### src/rtl/core/ces_pkg.sv
package ces_pkg;

	localparam int MAX_WIDTH_DEF  = 2048;
	localparam int MAX_HEIGHT_DEF = 4096;
	localparam int QUEUE_DEPTH    = 2;

	localparam int FRAC_BITS = 14;
	localparam int R2_FX     = 23170;

	localparam logic [11:0] FW_RESET = 12'd640;
	localparam logic [12:0] FH_RESET = 13'd480;

	localparam int ROW_OUT_W = 12;
	localparam int COL_OUT_W = 11;

	localparam logic REG_FRAME_WIDTH  = 1'b0;
	localparam logic REG_FRAME_HEIGHT = 1'b1;

	typedef logic [23:0] pixel_t;

	typedef struct packed {
		pixel_t tl;
		pixel_t tc;
		pixel_t tr;
		pixel_t cl;
		pixel_t cr;
		pixel_t bl;
		pixel_t bc;
		pixel_t br;
		logic [ROW_OUT_W-1:0] row;
		logic [COL_OUT_W-1:0] col;
		logic frame_end;
	} win_item_t;

	typedef struct packed {
		logic we;
		logic idx;
		logic [12:0] data;
	} cfg_wr_t;

endpackage

### src/rtl/core/ces_fifo.sv
module ces_fifo #(
	parameter int DEPTH = ces_pkg::QUEUE_DEPTH
) (
	input  logic               clk,
	input  logic               arst_n,
	input  logic               push,
	input  ces_pkg::win_item_t wr_data,
	output logic               full,
	input  logic               pop,
	output logic               rd_valid,
	output ces_pkg::win_item_t rd_data
);

	localparam int PW = (DEPTH > 1) ? $clog2(DEPTH) : 1;
	localparam int NW = $clog2(DEPTH + 1);

	ces_pkg::win_item_t mem_q [DEPTH];
	logic [PW-1:0] wp_q;
	logic [PW-1:0] rp_q;
	logic [NW-1:0] cnt_q;
	logic          do_push;
	logic          do_pop;

	assign full     = (cnt_q == NW'(DEPTH));
	assign rd_valid = (cnt_q != '0);
	assign rd_data  = mem_q[rp_q];
	assign do_push  = push && !full;
	assign do_pop   = pop && rd_valid;

	always_ff @(posedge clk or negedge arst_n) begin
		if (!arst_n) begin
			wp_q  <= '0;
			rp_q  <= '0;
			cnt_q <= '0;
		end else begin
			if (do_push) begin
				wp_q <= (wp_q == PW'(DEPTH - 1)) ? '0 : wp_q + PW'(1);
			end
			if (do_pop) begin
				rp_q <= (rp_q == PW'(DEPTH - 1)) ? '0 : rp_q + PW'(1);
			end
			if (do_push && !do_pop) begin
				cnt_q <= cnt_q + NW'(1);
			end else if (do_pop && !do_push) begin
				cnt_q <= cnt_q - NW'(1);
			end
		end
	end

	always_ff @(posedge clk) begin
		if (do_push) begin
			mem_q[wp_q] <= wr_data;
		end
	end

endmodule

### config.mk
export PLATFORM = sky130hd
export DESIGN_NAME = ces_fifo
export DESIGN_NICKNAME = d
export VERILOG_FILES = /design/src/rtl/core/ces_pkg.sv /design/src/rtl/core/ces_fifo.sv
export SDC_FILE = /design/constraint.sdc
export NUM_CORES = 1
export LEC_CHECK = 0
export ABC_AREA = 1
export BUFFER_PORTS_ARGS = -buffer_cell sky130_fd_sc_hd__buf_2
export CAP_MARGIN = 20
export CORE_ASPECT_RATIO = 2
export CORE_MARGIN = 2
export CORE_UTILIZATION = 31
export DETAILED_ROUTE_END_ITERATION = 8
export PLACE_DENSITY_LB_ADDON = 0.05
export SYNTH_ARGS = -nofsm -noshare
export SYNTH_HDL_FRONTEND = slang
export SYNTH_SLANG_ARGS = --single-unit
### constraint.sdc
create_clock -name clk -period 12.2 [get_ports clk]
set_input_delay 1.22 -clock clk [delete_from_list [all_inputs] [get_ports clk]]
set_output_delay 1.22 -clock clk [all_outputs]
set_load 0.02 [all_outputs]
==> qor.csv <==
stage,metric,value,unit
synth,synth-seq-area-share,82.3,%
setup_path,startpoint,rp_q$_DFFE_PN0P_,
sta,post-route-min-period,4920,ps
final_layout,final_cell_mix,"nand2_1, buf_2, edfxtp_1, clkbuf_16, clkinv_1",
sta,whs,474,ps
cts,cts_setup_buffers,0,
setup_path,critPathCaptureType,primary output,
outcome,status,"complete, no violations",
drt,totalWireLength,41.5,mm
floorplanning,die_area,0.0532,mm^2
global_route,grt_pass1_wl,60.1,mm
floorplanning,core,0.0508,mm^2
setup_path,cp-start-kind,flop,
drt,drc,0,
drt,drt-pass1-iter-count,4,
sta,hold_viol,0,
setup_path,critPathRequiredTime,10980,ps
floorplanning,row_count,117,
global_route,grt_usage,15.2,%
drt,drt_iter0_markers,470,
min_path,holdCritPathClass,in -> async,
setup_path,cp.arrival,3700,ps
sta,grt_setup_unrepaired,no,
placement,gp_congestion,0.716,
setup_path,rrSetupSlack,9250,ps
setup_path,timing.rr.end,rp_q$_DFFE_PN0P_,
floorplanning,start_util,31.3,%
floorplanning,die_y,324,um
sta,slew_headroom,34.3,%
cts,cts_tree,built,
drt,route.vias.total,9912,
placement,io_buffers,437,
setup_path,r2r_cells,4,
cts,cts_buffers,42,
synth,synth_area_per_cell,13.7,um^2
drt,viasPerCell,4.32,
sta,fmax,203,MHz
pwr,p_per_area,260,mW/mm^2
global_route,antenna_found_initial,10,
global_route,grt_pass1_vias,9796,
synth,ys_warn_count,0,
setup_path,critPathKind,reg -> out,
sta,maxSlewViolCount,0,
synth,synth_fp_nets,1380,
synth,syn_area,0.0159,mm^2
placement,place_hpwl,26.5,mm
drt,drtAntennaViolNets,0,
sta,worstMarginPinSlew,986,ps
pwr,ir_worst_vdd,0.000142,V
final_layout,layout_commonest_cell,nand2_1,
pwr,p_leak,8.50,nW
cts,clkTransAtPathRegs,60,ps
cts,insertion_delay,550,ps
cts,cts_buffer_depth,3,
global_route,grt_overflow,0,
sta,fin_worst_skew,9.97,ps
global_route,grt_max_degree,99,
placement,pre_cts_slack,7640,ps
cts,cts_root_buffer,clkbuf_16,
synth,synth_seq_cells,436,
setup_path,max_stage_delay,920,ps
setup_path,cpMaxStageDelayCell,dfrtp_4,
cts,cts.sinks,436,
setup_path,reg2reg_from,rp_q$_DFFE_PN0P_,
sta,fin_crit_sh,40.3,%
setup_path,path_cells,buf_4 > buf_4 > nand2_1 > nand2_1 > buf_2,
sta,setup_slack,7280,ps
cts,cts_resized,0,
pwr,p_total,5.21,mW
cts,cts_hold_buffers,0,
floorplanning,die_x,164,um
drt,routedWlPerCell,18.1,um
final_layout,final_util,39.5,%
final_layout,synthToLayoutAreaGrowth,26.2,%
final_layout,drive_gt1_share,31.0,%
floorplanning,io_pins,438,
synth,ys_types,14,
sta,setup_viol,0,
final_layout,finalNetCount,1824,
setup_path,cp_max_fo,80,
cts,cts_max_level,2,
job,maxCapViolCount,0,
sta,fin_tns_setup,0,ps
synth,synthCells,1159,
## cell usage after synthesis
master | number | area [um^2]
o21ai_0 | 1 | 5.00
xnor2_1 | 1 | 8.76
nor2_1 | 3 | 11.3
nand3_1 | 2 | 10.0
edfxtp_1 | 432 | 13000
inv_1 | 7 | 26.3
dfrtp_1 | 4 | 100
nand4_1 | 1 | 6.26
buf_4 | 12 | 90.1
inv_2 | 1 | 3.75
nand2_1 | 659 | 2470
ha_1 | 1 | 12.5
clkbuf_1 | 10 | 37.5
buf_2 | 25 | 125
## worst max path at each step
stage / slack [ps] / endpoint
6_report: 7280 / rd_data[163]
5_1_grt: 6890 / rd_data[155]
2_1_floorplan: 1130 / mem_q[1][0]$_DFFE_PP_
3_5_place_dp: 7640 / rd_data[163]
3_3_place_gp: 7660 / rd_data[163]
4_1_cts: 7020 / rd_data[163]
## critical path: cells and delay by family, from the launching register on
family | cells | cell delay [ps]
buffers and inverters | 3 | 1820
DFF | 1 | 920
and+or+nand+nor | 2 | 260
## logic make-up (layout without fill, tap and decap cells)
kind of cell               Yosys count  count (layout)  share of synthesized area (%)
adders and majority gates            1               1                         0.0788
and+or+nand+nor                    665             665                           15.7
buffers and inverters               55             531                           1.78
other                                0               4                              0
xor gates and xnor gates             1               1                         0.0552
DFF                                436             436                           82.3
AOI/OAI and AO/OA                    1               1                         0.0315
## report_power, final
part	total [mW]	switching [mW]	internal [mW]	leakage, nW
registers	2.15	0.102	2.04	4.07
logic	1.82	1.35	0.466	3.81
clock network	1.25	0.554	0.694	0.632
## sequential cells by signal, indices dropped and copies added (netlist names)
name and flops:
wp_q 1, cnt_q 2, mem_q 432, rp_q 1
## stage by stage
step	std cells	instance area, um^2
after floorplan	1159	15900
after global placement	2213	18700
after detailed placement	2213	18700
after CTS	2289	20000
after global routing	2290	20000
final	2293	20000
## metal layers
layer  vias to the layer above  global-route usage, %  routed length (um)
met5                         -                      0                  87
met4                        14                   4.54                 836
met3                        61                   6.06                4160
met2                       351                   26.9               21000
met1                      4671                   16.5               15400
li1                       4815                      -                   -
## cell type report
type | instances | area (um^2)
sequential | 436 | 13100
timing repair buffer | 447 | 2260
fill | 4947 | 30800
inverter | 8 | 42.5
clock inverter | 23 | 145
multi-input combinational | 668 | 2530
antenna | 4 | 10.0
tap | 654 | 818
clock buffer | 53 | 1160
No activity file was read; power rests on OpenSTA's default activity.
