$ cat src/rtl/core/ces_pkg.sv
package ces_pkg;

	localparam int MAX_WIDTH_DEF  = 2048;
	localparam int MAX_HEIGHT_DEF = 4096;
	localparam int QUEUE_DEPTH    = 2;

	localparam int FRAC_BITS = 14;
	localparam int R2_FX     = 23170;

	localparam logic [11:0] FW_RESET = 12'd640;
	localparam logic [12:0] FH_RESET = 13'd480;

	localparam int ROW_OUT_W = 12;
	localparam int COL_OUT_W = 11;

	localparam logic REG_FRAME_WIDTH  = 1'b0;
	localparam logic REG_FRAME_HEIGHT = 1'b1;

	typedef logic [23:0] pixel_t;

	typedef struct packed {
		pixel_t tl;
		pixel_t tc;
		pixel_t tr;
		pixel_t cl;
		pixel_t cr;
		pixel_t bl;
		pixel_t bc;
		pixel_t br;
		logic [ROW_OUT_W-1:0] row;
		logic [COL_OUT_W-1:0] col;
		logic frame_end;
	} win_item_t;

	typedef struct packed {
		logic we;
		logic idx;
		logic [12:0] data;
	} cfg_wr_t;

endpackage

$ cat src/rtl/core/ces_isqrt.sv
module ces_isqrt #(
	parameter int W = 50
) (
	input  logic           clk,
	input  logic           arst_n,
	input  logic           start,
	input  logic [W-1:0]   value,
	output logic           done,
	output logic [W/2-1:0] root
);

	localparam int QW = W / 2;
	localparam int RW = QW + 3;
	localparam int CW = $clog2(QW + 1);

	logic [W-1:0]  val_q;
	logic [RW-1:0] rem_q;
	logic [QW-1:0] root_q;
	logic [CW-1:0] cnt_q;
	logic          busy_q;
	logic          done_q;
	logic [RW-1:0] rem_sh;
	logic [RW-1:0] trial;
	logic          ge;

	assign rem_sh = {rem_q[RW-3:0], val_q[W-1 -: 2]};
	assign trial  = RW'({root_q, 2'b01});
	assign ge     = (rem_sh >= trial);
	assign done   = done_q;
	assign root   = root_q;

	always_ff @(posedge clk or negedge arst_n) begin
		if (!arst_n) begin
			busy_q <= 1'b0;
			done_q <= 1'b0;
			cnt_q  <= '0;
		end else begin
			done_q <= 1'b0;
			if (start) begin
				busy_q <= 1'b1;
				cnt_q  <= CW'(QW);
			end else if (busy_q) begin
				cnt_q <= cnt_q - CW'(1);
				if (cnt_q == CW'(1)) begin
					busy_q <= 1'b0;
					done_q <= 1'b1;
				end
			end
		end
	end

	always_ff @(posedge clk) begin
		if (start) begin
			val_q  <= value;
			rem_q  <= '0;
			root_q <= '0;
		end else if (busy_q) begin
			val_q  <= {val_q[W-3:0], 2'b00};
			rem_q  <= ge ? rem_sh - trial : rem_sh;
			root_q <= {root_q[QW-2:0], ge};
		end
	end

endmodule

$ cat src/rtl/core/ces_back.sv
module ces_back (
	input  logic               clk,
	input  logic               arst_n,
	input  logic               q_valid,
	input  ces_pkg::win_item_t q_data,
	output logic               q_pop,
	output logic               m_tvalid,
	input  logic               m_tready,
	output logic [31:0]        m_tdata,
	output logic               m_tlast
);

	localparam int SQW = 50;
	localparam int DVW = 33;

	typedef enum logic [3:0] {
		S_IDLE, S_GRAD, S_SQX, S_SQY, S_MSTART, S_MWAIT,
		S_CUBE1, S_CUBE2, S_DIV, S_FSTART, S_FWAIT, S_OUT
	} bstate_t;

	localparam logic signed [15:0] R2 = 16'(ces_pkg::R2_FX);

	bstate_t            st_q;
	ces_pkg::win_item_t it_q;
	logic [1:0]         k_q;
	logic signed [24:0] gx_q;
	logic signed [24:0] gy_q;
	logic [SQW-1:0]     sq_q;
	logic [10:0]        max_q;
	logic [12:0]        sum_q;
	logic [21:0]        mm_q;
	logic [DVW-1:0]     dvd_q;
	logic [13:0]        rem_q;
	logic [5:0]         cnt_q;
	logic [7:0]         res_q;

	logic signed [9:0]  dx, dy;
	logic signed [10:0] ds, dd;
	logic signed [26:0] mx, my, gx27, gy27;
	logic signed [49:0] px2;
	logic [SQW-1:0]     sq_sum;
	logic [13:0]        rem_sh;
	logic               ge;
	logic               rt_start;
	logic [SQW-1:0]     rt_val;
	logic               rt_done;
	logic [SQW/2-1:0]   rt_root;
	logic [10:0]        mag;

	function automatic logic [7:0] chan(input ces_pkg::pixel_t p, input logic [1:0] k);
		return p[k*8 +: 8];
	endfunction

	always_comb begin
		dx   = signed'({2'b00, chan(it_q.cr, k_q)}) - signed'({2'b00, chan(it_q.cl, k_q)});
		dy   = signed'({2'b00, chan(it_q.bc, k_q)}) - signed'({2'b00, chan(it_q.tc, k_q)});
		ds   = signed'({3'b000, chan(it_q.br, k_q)}) - signed'({3'b000, chan(it_q.tl, k_q)})
		     + signed'({3'b000, chan(it_q.tr, k_q)}) - signed'({3'b000, chan(it_q.bl, k_q)});
		dd   = signed'({3'b000, chan(it_q.br, k_q)}) - signed'({3'b000, chan(it_q.tl, k_q)})
		     - signed'({3'b000, chan(it_q.tr, k_q)}) + signed'({3'b000, chan(it_q.bl, k_q)});
		mx   = R2 * ds;
		my   = R2 * dd;
		gx27 = (27'(dx) <<< ces_pkg::FRAC_BITS) + mx;
		gy27 = (27'(dy) <<< ces_pkg::FRAC_BITS) + my;
	end

	assign px2    = (st_q == S_SQX) ? gx_q * gx_q : gy_q * gy_q;
	assign sq_sum = sq_q + unsigned'(px2);
	assign rem_sh = {rem_q[12:0], dvd_q[DVW-1]};
	assign ge     = (rem_sh >= {1'b0, sum_q});
	assign mag    = rt_root[ces_pkg::FRAC_BITS +: 11];

	assign rt_start = (st_q == S_MSTART) || (st_q == S_FSTART);
	assign rt_val   = (st_q == S_FSTART) ? SQW'(dvd_q) : sq_q;

	ces_isqrt #(.W(SQW)) u_isqrt (
		.clk    (clk),
		.arst_n (arst_n),
		.start  (rt_start),
		.value  (rt_val),
		.done   (rt_done),
		.root   (rt_root)
	);

	assign q_pop    = (st_q == S_IDLE) && q_valid;
	assign m_tvalid = (st_q == S_OUT);
	// m_tdata: edge_res [7:0], out_row [19:8], out_col [30:20], zero [31]
	assign m_tdata  = {1'b0, it_q.col, it_q.row, res_q};
	assign m_tlast  = it_q.frame_end;

	always_ff @(posedge clk or negedge arst_n) begin
		if (!arst_n) begin
			st_q  <= S_IDLE;
			k_q   <= '0;
			cnt_q <= '0;
		end else begin
			case (st_q)
				S_IDLE: begin
					if (q_valid) begin
						k_q  <= '0;
						st_q <= S_GRAD;
					end
				end
				S_GRAD:   st_q <= S_SQX;
				S_SQX:    st_q <= S_SQY;
				S_SQY:    st_q <= S_MSTART;
				S_MSTART: st_q <= S_MWAIT;
				S_MWAIT: begin
					if (rt_done) begin
						if (k_q == 2'd2) begin
							st_q <= S_CUBE1;
						end else begin
							k_q  <= k_q + 2'd1;
							st_q <= S_GRAD;
						end
					end
				end
				S_CUBE1: st_q <= (sum_q == '0) ? S_OUT : S_CUBE2;
				S_CUBE2: begin
					cnt_q <= 6'(DVW);
					st_q  <= S_DIV;
				end
				S_DIV: begin
					cnt_q <= cnt_q - 6'd1;
					if (cnt_q == 6'd1) begin
						st_q <= S_FSTART;
					end
				end
				S_FSTART: st_q <= S_FWAIT;
				S_FWAIT: begin
					if (rt_done) begin
						st_q <= S_OUT;
					end
				end
				S_OUT: begin
					if (m_tready) begin
						st_q <= S_IDLE;
					end
				end
				default: st_q <= S_IDLE;
			endcase
		end
	end

	always_ff @(posedge clk) begin
		case (st_q)
			S_IDLE: begin
				it_q  <= q_data;
				max_q <= '0;
				sum_q <= '0;
			end
			S_GRAD: begin
				gx_q <= gx27[24:0];
				gy_q <= gy27[24:0];
			end
			S_SQX: sq_q <= unsigned'(px2);
			S_SQY: sq_q <= sq_sum;
			S_MWAIT: begin
				if (rt_done) begin
					if (mag > max_q) begin
						max_q <= mag;
					end
					sum_q <= sum_q + 13'(mag);
				end
			end
			S_CUBE1: begin
				mm_q  <= max_q * max_q;
				res_q <= '0;
			end
			S_CUBE2: begin
				dvd_q <= mm_q * max_q;
				rem_q <= '0;
			end
			S_DIV: begin
				rem_q <= ge ? rem_sh - {1'b0, sum_q} : rem_sh;
				dvd_q <= {dvd_q[DVW-2:0], ge};
			end
			S_FWAIT: begin
				if (rt_done) begin
					res_q <= (rt_root > (SQW/2)'(255)) ? 8'd255 : rt_root[7:0];
				end
			end
			default: ;
		endcase
	end

endmodule

$ cat config.mk
export PLATFORM = sky130hd
export DESIGN_NAME = ces_back
export DESIGN_NICKNAME = d
export VERILOG_FILES = /design/src/rtl/core/ces_pkg.sv /design/src/rtl/core/ces_isqrt.sv /design/src/rtl/core/ces_back.sv
export SDC_FILE = /design/constraint.sdc
export NUM_CORES = 2
export LEC_CHECK = 0
export ABC_AREA = 0
export BUFFER_PORTS_ARGS = -buffer_cell sky130_fd_sc_hd__buf_2
export CAP_MARGIN = 40
export CORE_ASPECT_RATIO = 1.2
export CORE_MARGIN = 1.5
export CORE_UTILIZATION = 34
export CTS_BUF_LIST = sky130_fd_sc_hd__clkbuf_2 sky130_fd_sc_hd__clkbuf_4 sky130_fd_sc_hd__clkbuf_8
export CTS_CLUSTER_SIZE = 20
export DETAILED_ROUTE_END_ITERATION = 10
export PLACE_DENSITY = 0.52
export SYNTH_ARGS = -nofsm -noshare
export SYNTH_HDL_FRONTEND = slang
export SYNTH_SLANG_ARGS = --single-unit
$ cat constraint.sdc
create_clock -name clk -period 8.9 [get_ports clk]
set_clock_uncertainty 0.2 [all_clocks]
set_input_delay 1.78 -clock clk [delete_from_list [all_inputs] [get_ports clk]]
set_output_delay 1.78 -clock clk [all_outputs]
set_load 0.005 [all_outputs]
==> qor.csv <==
metric,value,unit
grt_overflow,0,
synthTopCellsByArea,"fa_1 (36%), edfxtp_1 (17%), ha_1 (11%)",
yosysUniqueCellTypes,77,
ant_nets,0,
final_area,97200,um2
fp.dieW,446,um
tightest_slew,891,ps
violations,setup timing,
drt-vias-per-instance,4.69,
synthArstFlopShare,3.58,%
relSlewSlack,40.6,%
synth_edf_count,460,
start_util,34.3,%
cp_max_fo,5,
clkTransAtPathRegs,60,ps
path_common_cell,fa_1,
layout-drive-gt1-share,20.7,%
slew_violations,0,
syn-cell-area,80000,um2
core,234000,um2
vias,58800,
wl,217000,um
hold_path.class,reg2reg,
grt_pass1_wl,350000,um
finalCriticalPeriod,9190,ps
setup_slack,-287,ps
drcViolationCount,0,
pwr_density_cell,54.3,nW/um2
synthFlopType,edfxtp_1,
synthToLayoutAreaGrowth,21.4,%
path_class,reg2reg,
cts_tree,built,
final_cells,12500,
yosys.area.top_type,fa_1,
cts-buffers-inserted,92,
synth_nets,10500,
vdd_drop_max,150,uV
path_delay_family,adder cells,
synth_warnings,0,
crit_path_max_incr_delay,550,ps
htreeDepth,3,
clk_latency,790,ps
dp.cells,12300,
worst-path-buf-inv,10,
antenna_found_initial,11,
status,"complete, but fails checks",
synthTopCellsByCount,"inv_1 (1854), fa_1 (1427), nand2_1 (819)",
die_area,238000,um2
pin_count,255,
fillCellCount,23000,
grt_pass1_vias,65400,
rsz0062_at_grt,true,
grt_usage,18.5,%
synth_seq_cells,530,
leakage,47.2,nW
numPortBuffers,253,
setup_viol,22,
rows,194,
hold_violations,0,
cts-root-buf,clkbuf_8,
placed_area,92100,um2
fin_nets,11700,
crit_required,9240,ps
seq_area,15300,um2
hold_buffers,0,
start_kind,flip-flop,
fin_util,41.6,%
wl_per_cell,17.3,um
cp_slowest_cell,fa_1,
grt_max_degree,75,
yosysMostFrequentCell,inv_1,
end_kind,flip-flop,
ff2ff_setup_slack,-290,ps
die_h,534,um
synth_area_per_cell,9.82,um2
cts.path.max_buffers,3,
drt-initial-drc-count,2453,
fin_crit_sh,103,%
synth_top_area_share,35.7,%
maxCapViolations,0,
fmax,109,MHz
syn_inst,8150,
yosysSeqAreaShare,19.1,%
setup-tns-final,-3760,ps
multi_input_area,58800,um2
drt_pass1_iterations,5,
arrival,9530,ps
dp_hpwl,181000,um
gp_congestion,0.898,
cts_sinks,530,
[metrics by stage]
stage,hold slack (ps),power (mW),setup WS [ps]
after global routing,335,5.47,-659
final,302,5.28,-287
after global placement,288,2.78,-736
after floorplan,259,2.73,6.43
after detailed placement,296,2.78,-838
after CTS,307,5.37,-313
[worst register-to-register path: cells and delay by family (launching register included)]
family                     cells  cell delay, ps
AOI/OAI and AO/OA             11            2140
muxes                          2             430
buffers and inverters         10             740
and+or+nand+nor                4             490
xor gates and xnor gates       2             330
DFF                            1             480
adders and majority gates      9            4150
[where the power goes]
part           switching (mW)  internal (mW)  total (mW)
clock                    1.14           1.42        2.55
combinational          0.0174         0.0331      0.0505
sequential                  0           2.68        2.68
[layout by cell type, fill, tap and decap left out, types with 42 or more instances in the layout]
cell	n
a21o_1	144
a21oi_1	279
a21oi_2	60
and2_1	284
buf_2	255
buf_4	1031
buf_6	51
clkbuf_8	97
dfxtp_1	51
edfxtp_1	460
fa_1	1398
ha_1	666
ha_4	45
inv_1	1807
inv_2	42
mux2i_1	114
nand2_1	801
nor2_1	410
nor2b_1	57
nor3_1	42
o21ai_0	148
o21bai_1	49
xnor2_1	194
xor2_1	92
[cells by family after synthesis]
family	Yosys count	share of synthesized area, %
adders and majority gates	2147	47.0
buffers and inverters	2136	10.1
and+or+nand+nor	1869	10.6
AOI/OAI and AO/OA	1013	7.92
DFF	530	19.1
xor gates and xnor gates	319	3.49
muxes	135	1.72
other	1	0.00469
[final timing paths]
| check | depth (start not counted) | start | end |
|---|---|---|---|
| hold / removal | 2 | u_isqrt.rem_q[16] | u_isqrt.rem_q[16] |
| setup / recovery | 38 | gy_q[7] | sq_q[36] |
| hold reg to reg | 2 | u_isqrt.rem_q[16] | u_isqrt.rem_q[16] |
| max in group asynchronous | 1 | arst_n | k_q[0] |
| min in group asynchronous | 1 | arst_n | u_isqrt.done |
| setup reg to reg | 38 | gy_q[7] | sq_q[36] |
[routing by layer]
metal	up-vias	track usage, %	share of wire [%]
li1	27800	-	-
met1	29900	23.1	42
met2	922	34.3	53
met3	256	1.61	3.0
met4	0	4.35	2.3
met5	-	0	0
[final cells by class]
class                           count  share of cell area [%]
Clock buffer                      115                    1.51
Tap cell                         3136                    4.04
Inverter                         1857                    7.19
Clock inverter                     50                   0.574
Sequential cell                   530                    15.8
Multi-Input combinational cell   5484                    60.5
Timing Repair Buffer             1364                    10.4
Antenna cell                        5                  0.0129
[timing repair]
action / in CTS / in global routing
endpoints found under the setup margin: 32 / 43
resized for setup: 252 / 265
hold endpoints to repair: 0 / 0
gates cloned: 0 / 1
buffers inserted: 77 / 44
pin swaps: 178 / 230
[state kept, by name, indices dropped and copies added (netlist names), 21 cells and up]
signal         count
u_isqrt.root      25
gx_q              24
dvd_q             33
gy_q              23
mm_q              21
m_tdata           23
it_q             192
u_isqrt.val_q     50
u_isqrt.rem_q     26
sq_q              48
No activity file was read; power rests on OpenSTA's default activity.
